===== config.mk =====
export PLATFORM = sky130hd
export DESIGN_NAME = rpbb_fifo
export DESIGN_NICKNAME = d
export VERILOG_FILES = /design/src/rtl/core/assert_macros.svh /design/src/rtl/core/rpbb_pkg.sv /design/src/rtl/core/rpbb_fifo.sv
export SDC_FILE = /design/constraint.sdc
export NUM_CORES = 1
export LEC_CHECK = 0
export BUFFER_PORTS_ARGS = -buffer_cell sky130_fd_sc_hd__buf_4
export CAP_MARGIN = 10
export CORE_ASPECT_RATIO = 0.9
export CORE_MARGIN = 3
export CORE_UTILIZATION = 57
export DETAILED_ROUTE_END_ITERATION = 7
export PLACE_DENSITY = 0.85
export RECOVER_POWER = 50
export SLEW_MARGIN = 0
export SYNTH_ARGS = -nofsm -noshare
export SYNTH_HDL_FRONTEND = slang
export SYNTH_SLANG_ARGS = --single-unit

===== constraint.sdc =====
create_clock -name clk -period 4.15 [get_ports clk]
set_input_delay 1.245 -clock clk [delete_from_list [all_inputs] [get_ports clk]]
set_output_delay 1.245 -clock clk [all_outputs]
set_load 0.01 [all_outputs]

===== src/rtl/core/assert_macros.svh =====
// Assertion macros shared by the RTL of the brush blend block.
// Needs a clk and an active-low rst_n in the scope where a macro is used.
`ifndef ASSERT_MACROS_SVH
`define ASSERT_MACROS_SVH

// a holds -> b holds in the same cycle
`define RPBB_ASSERT_IMP(lbl, a, b) \
    lbl: assert property (@(posedge clk) disable iff (!rst_n) (a) |-> (b)) \
        else $error("assertion failed");

// a holds -> b holds in the next cycle
`define RPBB_ASSERT_NEXT(lbl, a, b) \
    lbl: assert property (@(posedge clk) disable iff (!rst_n) (a) |=> (b)) \
        else $error("assertion failed");

`endif


===== src/rtl/core/rpbb_pkg.sv =====
// Types and constants of the radial pattern brush blend block.
// No dependencies; used by every module of the block.
package rpbb_pkg;

    localparam int CFG_IDX_BITS  = 3;
    localparam int CFG_DATA_BITS = 21;

    localparam logic [CFG_IDX_BITS-1:0] REG_CENTER_X   = 3'd0;
    localparam logic [CFG_IDX_BITS-1:0] REG_CENTER_Y   = 3'd1;
    localparam logic [CFG_IDX_BITS-1:0] REG_RADIUS     = 3'd2;
    localparam logic [CFG_IDX_BITS-1:0] REG_HARDNESS   = 3'd3;
    localparam logic [CFG_IDX_BITS-1:0] REG_GAIN_RED   = 3'd4;
    localparam logic [CFG_IDX_BITS-1:0] REG_GAIN_GREEN = 3'd5;
    localparam logic [CFG_IDX_BITS-1:0] REG_GAIN_BLUE  = 3'd6;

    localparam int D2_BITS    = 40;
    localparam int ROOT_BITS  = 31;
    localparam int QUOT_BITS  = 17;

    localparam logic [16:0] FULL_ONE  = 17'h10000;
    localparam logic [15:0] CH_MAX_Q8 = 16'hFF00;

    typedef struct packed {
        logic        in_circle;
        logic        mask;
        logic [23:0] dest;
        logic [23:0] pat;
    } rpbb_item_t;

    typedef struct packed {
        rpbb_item_t           item;
        logic [D2_BITS-1:0]   d2;
    } rpbb_entry_t;

    typedef struct packed {
        logic signed [20:0] center_x;
        logic signed [20:0] center_y;
        logic [39:0]        r2;
    } rpbb_front_cfg_t;

    typedef struct packed {
        logic [19:0] radius;
        logic [16:0] hardness;
        logic [15:0] gain_r;
        logic [15:0] gain_g;
        logic [15:0] gain_b;
    } rpbb_back_cfg_t;

endpackage


===== src/rtl/core/rpbb_fifo.sv =====
// Four-entry queue between the front end and the back end.
// Uses rpbb_pkg for the entry type.
module rpbb_fifo (
    input  logic                  clk,
    input  logic                  rst_n,
    input  logic                  push,
    input  rpbb_pkg::rpbb_entry_t wr_entry,
    output logic                  full,
    input  logic                  pop,
    output rpbb_pkg::rpbb_entry_t rd_entry,
    output logic                  empty
);
    import rpbb_pkg::*;

    localparam int DEPTH = 4;
    localparam int PW    = $clog2(DEPTH);

    rpbb_entry_t   mem_reg [DEPTH];
    logic [PW-1:0] wptr_reg, rptr_reg;
    logic [PW:0]   count_reg;

    assign full     = (count_reg == (PW+1)'(DEPTH));
    assign empty    = (count_reg == '0);
    assign rd_entry = mem_reg[rptr_reg];

    always_ff @(posedge clk or negedge rst_n)
    begin
        if (!rst_n)
        begin
            wptr_reg  <= '0;
            rptr_reg  <= '0;
            count_reg <= '0;
        end
        else
        begin
            if (push)
                wptr_reg <= wptr_reg + 1'b1;
            if (pop)
                rptr_reg <= rptr_reg + 1'b1;
            if (push && !pop)
                count_reg <= count_reg + 1'b1;
            else if (pop && !push)
                count_reg <= count_reg - 1'b1;
        end
    end

    always_ff @(posedge clk)
    begin
        if (push)
            mem_reg[wptr_reg] <= wr_entry;
    end

endmodule


==> flow_metrics.py <==
metrics = {
    "status": {
        "outcome": "finished, violations left",
        "violations": "max-capacitance violations, max-slew violations",
    },
    "placed_design": {
        "port_buffers": 185,
        "placed_area_mm2": 0.0152,
        "gp_congestion": 0.728,
        "dp_hpwl_um": 15500,
    },
    "finish": {
        "final_core_util": 0.702,
        "drive_above_1_share": 0.336,
        "fillers": 1390,
        "nNetsFinal": 816,
        "antenna_cells": 0,
        "largest_reg_flops": 360,
        "multiInputGateArea_mm2": 0.00223,
        "final_cell_area_mm2": 0.0160,
        "ff_latch_area_mm2": 0.0110,
        "area_delta_synth_final_pct": 19.4,
    },
    "timing": {
        "slew-limit-headroom": -0.592,
        "timing.final.crit_share": 0.906,
        "slew_viol_final": 85,
        "period_needed_ps": 3760,
        "worstMarginPinSlew_ps": 2390,
        "rsz0062_at_grt": "no",
        "skew_ps": 17.0,
        "fin_tns_setup_ps": 0,
        "clock.fmax_mhz": 266,
        "finalHoldViolCount": 0,
        "whs_ps": 496,
        "setup_viol": 0,
    },
    "floorplanning": {
        "fp.coreArea_mm2": 0.0228,
        "die_h_um": 151,
        "die-area_mm2": 0.0254,
        "die_x_um": 168,
        "num_io_pins": 186,
        "initial_utilization": 0.588,
        "rows": 52,
    },
    "worst_setup_path": {
        "crit_start": "rptr_reg[0]",
        "worstReg2RegStart": "wptr_reg[0]",
        "rr_endpoint": "mem_reg[2][50]",
        "end_kind": "output pin",
        "crit_required_ps": 2900,
        "ff2ff_path_depth": 4,
        "worstPathMaxFanout": 39,
        "start_kind": "flop",
        "rrSetupSlack_ps": 940,
        "crit_path_end": "rd_entry[16]",
        "critical_path_class": "reg -> out",
        "cp.arrival_ps": 2510,
    },
    "clock_network": {
        "cts-root-buf": "clkbuf_16",
        "insertion_delay_ps": 510,
        "cts_resized": 0,
        "post-cts-setup-buffer-count": 0,
        "htree_levels": 2,
        "cts_num_sinks": 367,
        "ctsHoldBuffers": 0,
        "cts_buffer_depth": 3,
        "numCtsBuffers": 37,
        "cts_tree": "done",
        "clk_pin_slew_ps": 60,
    },
    "global_routing": {
        "grt_max_degree": 52,
        "gr-total-overflow": 0,
        "grt_antenna_before_repair": 1,
        "grt_first_pass_wirelength_um": 38700,
        "grt_usage": 0.202,
        "grt_pass1_vias": 6491,
    },
    "drt": {
        "dr.pass1.iters": 5,
        "num_vias": 6062,
        "routed_wl_um": 25600,
        "post-route-drc-count": 0,
        "drtIter0Drc": 546,
        "avgViaCountPerCell": 5.82,
        "ant_nets": 0,
        "wl_per_cell_um": 24.6,
    },
    "yosys": {
        "syn_nets": 604,
        "syn_inst": 504,
        "synth-seq-cells": 367,
        "postSynthAreaPerCell_um2": 26.6,
        "ys_seq_area_frac": 0.821,
        "synth.area.top_cells": "edfxtp_1 81%, mux4_2 15%, dfrtp_1 1.3%",
        "yosys.area.top_type": "edfxtp_1",
        "synth_top_cell_area_share": 0.808,
        "yosysWarnings": 0,
        "ys_types": 18,
        "synth_area_mm2": 0.0134,
    },
    "flow_run": {
        "drv_cap": 2,
    },
    "pwr": {
        "leakage_nw": 5.28,
        "power_density_mw_per_mm2": 738,
        "ir_worst_vdd_uv": 458,
    },
    "worst_hold_path": {
        "hp-class": "reg -> reg",
    },
}
## critical path, cell delays in order (launching register included)
cell,delay (ps)
dfrtp_4,830
buf_12,370
mux4_2,590
buf_4,170
## synthesized netlist by cell type, drive strengths merged
| library cell | instances |
|---|---|
| dfrtp | 7 |
| inv | 4 |
| and2 | 4 |
| fa | 1 |
| edfxtp | 360 |
| nor2 | 1 |
| nor3b | 1 |
| nand2 | 2 |
| mux2 | 1 |
| mux4 | 90 |
| o21ai | 1 |
| ha | 5 |
| xnor2 | 2 |
| xor2 | 4 |
| buf | 20 |
| nor3 | 1 |
## cell usage in the layout (no fill, tap or decap), types with 2 or more instances in the layout
cell | netlist | routed
clkbuf_1 | 0 | 99
buf_4 | 1 | 94
xnor2_1 | 2 | 2
xor2_1 | 4 | 4
clkinv_2 | 0 | 11
clkinv_1 | 0 | 6
mux4_2 | 90 | 90
dfrtp_4 | 0 | 2
edfxtp_1 | 360 | 360
inv_1 | 4 | 4
ha_1 | 5 | 5
dfrtp_1 | 7 | 5
clkbuf_16 | 0 | 39
and2_4 | 0 | 2
bufinv_16 | 0 | 3
and2_1 | 4 | 2
nand2_1 | 2 | 2
buf_12 | 0 | 7
## cell families (layout without fill, tap and decap cells)
logic type,after synthesis,in the layout,share of synthesized area
and+or+nand+nor,9,9,0.00364
AOI/OAI and AO/OA,1,1,0.000374
muxes,91,91,0.152
xor gates and xnor gates,6,6,0.00393
adders and majority gates,6,6,0.00617
buffers and inverters,24,264,0.0130
DFF,367,367,0.821
## how the worst min path moves through the flow
stage,from,endpoint,cells after the start,slack [ps]
final,count_reg[2],count_reg[2],1,500
after global routing,count_reg[2],count_reg[2],1,510
after CTS,count_reg[2],count_reg[2],1,490
after detailed placement,count_reg[2],count_reg[2],1,480
after global placement,count_reg[2],count_reg[2],1,470
after floorplan,count_reg[2],count_reg[2],1,460
## power breakdown
| part | leakage (nW) | switching [mW] | internal, mW |
|---|---|---|---|
| clock network | 0.588 | 1.29 | 1.90 |
| registers | 3.39 | 0.331 | 4.86 |
| logic | 1.31 | 1.65 | 1.76 |
## area by class of cell
type | instances | area share
Clock buffer | 46 | 0.0627
Clock inverter | 21 | 0.0110
Inverter | 4 | 0.000939
Multi-Input combinational cell | 113 | 0.140
Sequential cell | 367 | 0.688
Tap cell | 297 | 0.0233
Timing Repair Buffer | 193 | 0.0745
## per-layer routing
layer,share of wire,vias up,global-route usage
met1,0.40,3151,0.278
met3,0.082,44,0.0574
met4,0.019,2,0.0544
met2,0.50,275,0.328
met5,0.00051,-,0
li1,-,2590,-
## metrics by stage
stage / power, mW / setup WS [ps] / std cells
floorplan: 7.23 / 361 / 504
global placement: 8.62 / 918 / 974
detailed placement: 8.75 / 879 / 974
CTS: 12.0 / 312 / 1041
global route: 12.3 / 212 / 1041
finish: 11.8 / 390 / 1041
Note: power is estimated with default switching activity, not from simulation.
