==> config.mk <==
export PLATFORM = sky130hd
export DESIGN_NAME = rpbb_front
export DESIGN_NICKNAME = d
export VERILOG_FILES = /design/src/rtl/core/assert_macros.svh /design/src/rtl/core/rpbb_pkg.sv /design/src/rtl/core/rpbb_front.sv
export SDC_FILE = /design/constraint.sdc
export NUM_CORES = 2
export LEC_CHECK = 0
export BUFFER_PORTS_ARGS = -buffer_cell sky130_fd_sc_hd__buf_2
export CORE_ASPECT_RATIO = 0.9
export CORE_MARGIN = 2
export CORE_UTILIZATION = 30
export CTS_BUF_LIST = sky130_fd_sc_hd__clkbuf_8
export DETAILED_ROUTE_END_ITERATION = 6
export SLEW_MARGIN = 20
export SYNTH_ARGS = -nofsm -noshare
export SYNTH_HDL_FRONTEND = slang
export SYNTH_SLANG_ARGS = --single-unit
==> constraint.sdc <==
create_clock -name clk -period 7.9 [get_ports clk]
set_input_delay 0 -clock clk [delete_from_list [all_inputs] [get_ports clk]]
set_output_delay 0 -clock clk [all_outputs]
set_load 0.1 [all_outputs]
==> src/rtl/core/assert_macros.svh <==
// Assertion macros shared by the RTL of the brush blend block.
// Needs a clk and an active-low rst_n in the scope where a macro is used.
`ifndef ASSERT_MACROS_SVH
`define ASSERT_MACROS_SVH

// a holds -> b holds in the same cycle
`define RPBB_ASSERT_IMP(lbl, a, b) \
    lbl: assert property (@(posedge clk) disable iff (!rst_n) (a) |-> (b)) \
        else $error("assertion failed");

// a holds -> b holds in the next cycle
`define RPBB_ASSERT_NEXT(lbl, a, b) \
    lbl: assert property (@(posedge clk) disable iff (!rst_n) (a) |=> (b)) \
        else $error("assertion failed");

`endif

==> src/rtl/core/rpbb_pkg.sv <==
// Types and constants of the radial pattern brush blend block.
// No dependencies; used by every module of the block.
package rpbb_pkg;

    localparam int CFG_IDX_BITS  = 3;
    localparam int CFG_DATA_BITS = 21;

    localparam logic [CFG_IDX_BITS-1:0] REG_CENTER_X   = 3'd0;
    localparam logic [CFG_IDX_BITS-1:0] REG_CENTER_Y   = 3'd1;
    localparam logic [CFG_IDX_BITS-1:0] REG_RADIUS     = 3'd2;
    localparam logic [CFG_IDX_BITS-1:0] REG_HARDNESS   = 3'd3;
    localparam logic [CFG_IDX_BITS-1:0] REG_GAIN_RED   = 3'd4;
    localparam logic [CFG_IDX_BITS-1:0] REG_GAIN_GREEN = 3'd5;
    localparam logic [CFG_IDX_BITS-1:0] REG_GAIN_BLUE  = 3'd6;

    localparam int D2_BITS    = 40;
    localparam int ROOT_BITS  = 31;
    localparam int QUOT_BITS  = 17;

    localparam logic [16:0] FULL_ONE  = 17'h10000;
    localparam logic [15:0] CH_MAX_Q8 = 16'hFF00;

    typedef struct packed {
        logic        in_circle;
        logic        mask;
        logic [23:0] dest;
        logic [23:0] pat;
    } rpbb_item_t;

    typedef struct packed {
        rpbb_item_t           item;
        logic [D2_BITS-1:0]   d2;
    } rpbb_entry_t;

    typedef struct packed {
        logic signed [20:0] center_x;
        logic signed [20:0] center_y;
        logic [39:0]        r2;
    } rpbb_front_cfg_t;

    typedef struct packed {
        logic [19:0] radius;
        logic [16:0] hardness;
        logic [15:0] gain_r;
        logic [15:0] gain_g;
        logic [15:0] gain_b;
    } rpbb_back_cfg_t;

endpackage

==> src/rtl/core/rpbb_front.sv <==
// Front end: takes pixel transactions, forms squared distance, classifies
// inside/outside the brush circle and pushes into the queue. Uses rpbb_pkg.
module rpbb_front #(
    parameter int COORD_BITS = 12
) (
    input  logic                     clk,
    input  logic                     rst_n,
    input  rpbb_pkg::rpbb_front_cfg_t cfg,
    input  logic                     push,
    output logic                     full,
    input  logic [COORD_BITS-1:0]    pixel_x,
    input  logic [COORD_BITS-1:0]    pixel_y,
    input  logic [23:0]              dest_pixel,
    input  logic [23:0]              pattern_pixel,
    input  logic                     mask_pass,
    output logic                     q_push,
    output rpbb_pkg::rpbb_entry_t    q_entry,
    input  logic                     q_full
);
    import rpbb_pkg::*;

    localparam int MAGW = ((COORD_BITS + 8 > 21) ? COORD_BITS + 8 : 21) + 1;
    localparam int DW   = MAGW + 1;
    localparam int SQW  = 2 * MAGW;
    localparam int SUMW = SQW + 1;

    logic [DW-1:0]   px_ext, py_ext, cx_ext, cy_ext, dx, dy;
    logic [MAGW-1:0] ax_next, ay_next;
    logic [MAGW-1:0] ax_reg, ay_reg;
    logic [SQW-1:0]  sqx_reg, sqy_reg;
    logic [SUMW-1:0] d2;
    rpbb_item_t      item1_reg, item2_reg;
    logic            v1_reg, v2_reg;
    logic            adv1, adv2;

    assign px_ext = {{(DW-COORD_BITS-8){1'b0}}, pixel_x, 8'h00};
    assign py_ext = {{(DW-COORD_BITS-8){1'b0}}, pixel_y, 8'h00};
    assign cx_ext = {{(DW-21){cfg.center_x[20]}}, cfg.center_x};
    assign cy_ext = {{(DW-21){cfg.center_y[20]}}, cfg.center_y};
    assign dx = px_ext - cx_ext;
    assign dy = py_ext - cy_ext;

    always_comb
    begin
        ax_next = dx[DW-1] ? MAGW'(-dx) : MAGW'(dx);
        ay_next = dy[DW-1] ? MAGW'(-dy) : MAGW'(dy);
    end

    assign adv2   = !v2_reg || !q_full;
    assign adv1   = !v1_reg || adv2;
    assign full   = !adv1;
    assign q_push = v2_reg && !q_full;

    always_ff @(posedge clk or negedge rst_n)
    begin
        if (!rst_n)
        begin
            v1_reg <= 1'b0;
            v2_reg <= 1'b0;
        end
        else
        begin
            if (adv1)
                v1_reg <= push;
            if (adv2)
                v2_reg <= v1_reg;
        end
    end

    always_ff @(posedge clk)
    begin
        if (adv1)
        begin
            ax_reg    <= ax_next;
            ay_reg    <= ay_next;
            item1_reg <= '{in_circle: 1'b0, mask: mask_pass, dest: dest_pixel,
                           pat: pattern_pixel};
        end
        if (adv2)
        begin
            sqx_reg   <= SQW'(ax_reg) * SQW'(ax_reg);
            sqy_reg   <= SQW'(ay_reg) * SQW'(ay_reg);
            item2_reg <= item1_reg;
        end
    end

    assign d2 = SUMW'(sqx_reg) + SUMW'(sqy_reg);

    always_comb
    begin
        q_entry                = '0;
        q_entry.item           = item2_reg;
        q_entry.item.in_circle = (d2 <= SUMW'(cfg.r2));
        q_entry.d2             = d2[D2_BITS-1:0];
    end

endmodule

==> flow_summary.json <==
{
  "outcome": "completed",
  "insertion_delay_ns": 0.68,
  "critical_path_class": "register to register",
  "cts-buffers-inserted": 42,
  "post-synth-top-area-cell": "sky130_fd_sc_hd__fa_1",
  "most-common-layout-cells": "sky130_fd_sc_hd__inv_1, sky130_fd_sc_hd__fa_1, sky130_fd_sc_hd__ha_1",
  "worst_clock_skew_ns": 0.0466,
  "first_global_vias": 31300,
  "sequential_area_share_after_synthesis": 0.171,
  "totalWireLength_mm": 103,
  "avgViaCountPerCell": 4.66,
  "antenna_found_initial": 8,
  "critical_path_required_ns": 8.29,
  "slew_viol_final": 0,
  "number_of_warning_messages_in_the_yosys_log": 0,
  "syn_area_sq_um": 40300,
  "drive_above_1_share": 0.101,
  "chipHeight_um": 352,
  "netlist.area_leader.share": 0.340,
  "rsz_0062_raised_after_global_routing": "no",
  "wire_per_inst_um": 16.4,
  "crit_arrival_ns": 7.92,
  "pin_count_of_the_biggest_net_entering_global_routing": 62,
  "maxCapViolCount": 0,
  "clkSinkCount": 230,
  "fin_crit_sh": 0.953,
  "synth-async-reset-ratio": 0.00870,
  "post_synth_num_cell_types": 94,
  "synth.area.top_cells": "sky130_fd_sc_hd__fa_1, sky130_fd_sc_hd__edfxtp_1, sky130_fd_sc_hd__ha_1",
  "htreeDepth": 2,
  "number_of_synthesized_flops_with_an_enable_pin": 228,
  "finalSetupViolations": 0,
  "num-nets-final": 5805,
  "portBuffers": 250,
  "cts-root-buf": "sky130_fd_sc_hd__clkbuf_8",
  "grt-ovfl-total": 0,
  "final_period_minus_worst_setup_slack_ns": 7.53,
  "remaining_drc_errors": 0,
  "reg2reg_from": "ax_reg[9]$_DFFE_PN_",
  "crit_path_max_fanout": 9,
  "max_slew.worst_pin.slew_ns": 1.19,
  "grt_pass1_wl_mm": 165,
  "final_antenna_net_count": 0,
  "initial_core_util": 0.302,
  "timing.fmax_mhz": 133,
  "num-fill-cells": 13500,
  "regArea_sq_um": 6900,
  "ios": 251,
  "flow.area_growth_from_synthesis_pct": 14.7,
  "slew_headroom": 0.198,
  "yosys_most_used_dff": "sky130_fd_sc_hd__edfxtp_1",
  "cts.path.max_buffers": 3,
  "total_of_flip_flops_plus_latches_after_synthesis": 230,
  "global_route.usage.total": 0.152,
  "finalSetupTns_ns": 0,
  "vias": 29400,
  "finalHoldViolCount": 0,
  "clk_transition_reported_paths_ns": 0.09,
  "avgSynthCellArea_sq_um": 9.73,
  "area_of_the_multi_input_gates_sq_um": 29200,
  "cp-startpoint": "ax_reg[9]$_DFFE_PN_",
  "hpwlAfterDp_mm": 85.9,
  "detailedRoute.firstPassIterationCount": 7,
  "floorplan.core_area_sq_um": 133000,
  "routabilityCongestion": 0.882,
  "drt_iter0_markers": 1598,
  "floorplan_die_area_sq_um": 137000,
  "die_w_um": 390,
  "hold_class": "input port to register",
  "min_from": "pixel_y[2]",
  "rows": 127,
  "layout_commonest_cell": "sky130_fd_sc_hd__inv_1",
  "worst_setup_path_end_kind": "register",
  "critPathLaunchType": "register",
  "netlist_instances": 4138,
  "tritoncts": "done"
}
## cells in the mapped netlist (7+ instances only)
cell                        number
sky130_fd_sc_hd__inv_1         987
sky130_fd_sc_hd__fa_1          684
sky130_fd_sc_hd__ha_1          434
sky130_fd_sc_hd__nand2_1       363
sky130_fd_sc_hd__edfxtp_1      228
sky130_fd_sc_hd__and2_1        191
sky130_fd_sc_hd__a21oi_1       174
sky130_fd_sc_hd__xnor2_1       128
sky130_fd_sc_hd__nor2_1        117
sky130_fd_sc_hd__clkbuf_1      116
sky130_fd_sc_hd__xor2_1         86
sky130_fd_sc_hd__o21ai_0        79
sky130_fd_sc_hd__a21o_1         68
sky130_fd_sc_hd__nand3_1        37
sky130_fd_sc_hd__nor3_1         34
sky130_fd_sc_hd__nor2b_1        27
sky130_fd_sc_hd__and3_1         25
sky130_fd_sc_hd__nand2b_1       25
sky130_fd_sc_hd__o21bai_1       25
sky130_fd_sc_hd__a211oi_1       24
sky130_fd_sc_hd__nand4_1        23
sky130_fd_sc_hd__a31oi_1        22
sky130_fd_sc_hd__o21a_1         18
sky130_fd_sc_hd__o211ai_1       15
sky130_fd_sc_hd__a31o_2         13
sky130_fd_sc_hd__o31ai_1        11
sky130_fd_sc_hd__or2_2          10
sky130_fd_sc_hd__a2111oi_0       8
sky130_fd_sc_hd__a21boi_0        8
sky130_fd_sc_hd__nor4_1          8
sky130_fd_sc_hd__o21ai_1         8
sky130_fd_sc_hd__or3_1           8
sky130_fd_sc_hd__a211o_1         7
sky130_fd_sc_hd__o22ai_1         7
## worst max-delay path, cell delays in order, from the launching register on
cell                       delay (ns)
sky130_fd_sc_hd__edfxtp_1        0.55
sky130_fd_sc_hd__buf_4           0.25
sky130_fd_sc_hd__and2_1          0.20
sky130_fd_sc_hd__fa_1            0.54
sky130_fd_sc_hd__inv_1           0.05
sky130_fd_sc_hd__fa_1            0.51
sky130_fd_sc_hd__fa_1            0.54
sky130_fd_sc_hd__inv_1           0.06
sky130_fd_sc_hd__fa_1            0.57
sky130_fd_sc_hd__fa_1            0.43
sky130_fd_sc_hd__fa_1            0.52
sky130_fd_sc_hd__inv_1           0.06
sky130_fd_sc_hd__fa_1            0.47
sky130_fd_sc_hd__inv_1           0.04
sky130_fd_sc_hd__ha_1            0.35
sky130_fd_sc_hd__and4_1          0.26
sky130_fd_sc_hd__a21oi_1         0.11
sky130_fd_sc_hd__o21ai_0         0.17
sky130_fd_sc_hd__or3_1           0.40
sky130_fd_sc_hd__o22ai_2         0.25
sky130_fd_sc_hd__buf_4           0.19
sky130_fd_sc_hd__o21ai_0         0.16
sky130_fd_sc_hd__a21o_1          0.22
sky130_fd_sc_hd__a21oi_1         0.21
sky130_fd_sc_hd__xnor2_1         0.12
## logic make-up after synthesis
group	share of synthesized area
fa+ha+maj	0.475
buf+inv	0.105
simple gates	0.111
compound gates	0.0888
flops	0.171
xor+xnor	0.0470
mux	0.00208
other cells	0.0000931
## final timing paths
path	cells past startpoint	endpoint	slack (ns)
worst max-delay path	24	sqx_reg[34]$_DFFE_PP_	0.37
worst min-delay path	4	ay_reg[10]$_DFFE_PN_	0.05
worst max register to register	24	sqx_reg[34]$_DFFE_PP_	0.37
worst min register to register	0	q_entry[67]$_DFFE_PP_	0.41
max in group asynchronous	3	v2_reg$_DFFE_PN0P_	7.57
min in group asynchronous	3	v1_reg$_DFFE_PN0N_	0.21
## metal layers
metal	vias up	wire length, um	GRT usage	part of all wire
met2	774	47300	0.249	0.46
met1	14600	46200	0.208	0.45
met5	-	132	0.00664	0.0013
met3	106	7620	0.0314	0.074
met4	2	1870	0.0307	0.018
li1	13900	-	-	-
## metrics by stage
step / utilization / setup WS, ns / hold slack (ns) / std cells / area (sq um)
6_report: 0.347 / 0.373 / 0.0464 / 6302 / 46200
5_1_grt: 0.347 / 0.0352 / 0.0183 / 6299 / 46200
4_1_cts: 0.344 / 0.154 / 0.000384 / 6270 / 45800
3_5_place_dp: 0.329 / 0.180 / -0.210 / 6074 / 43800
3_3_place_gp: 0.329 / 0.359 / -0.215 / 6074 / 43800
2_1_floorplan: - / 0.689 / -0.296 / 4139 / 40300
## area by class of cell
type	instances	area share
tap	1741	0.0472
timing repair buffer	471	0.0727
multi-input combinational	2794	0.632
clock buffer	42	0.0125
inverter	989	0.0804
clock inverter	31	0.00547
antenna	4	0.000217
sequential	230	0.149
## what timing repair did
action | CTS | global route
setup buffers | 0 | 28
resized for setup | 0 | 2
setup endpoints to repair | 0 | 4
hold buffers | 123 | 0
endpoints found under the hold margin | 77 | 0
Power is not shown: default switching activity piles up to over one toggle a cycle in this logic, so the estimate is an artifact.
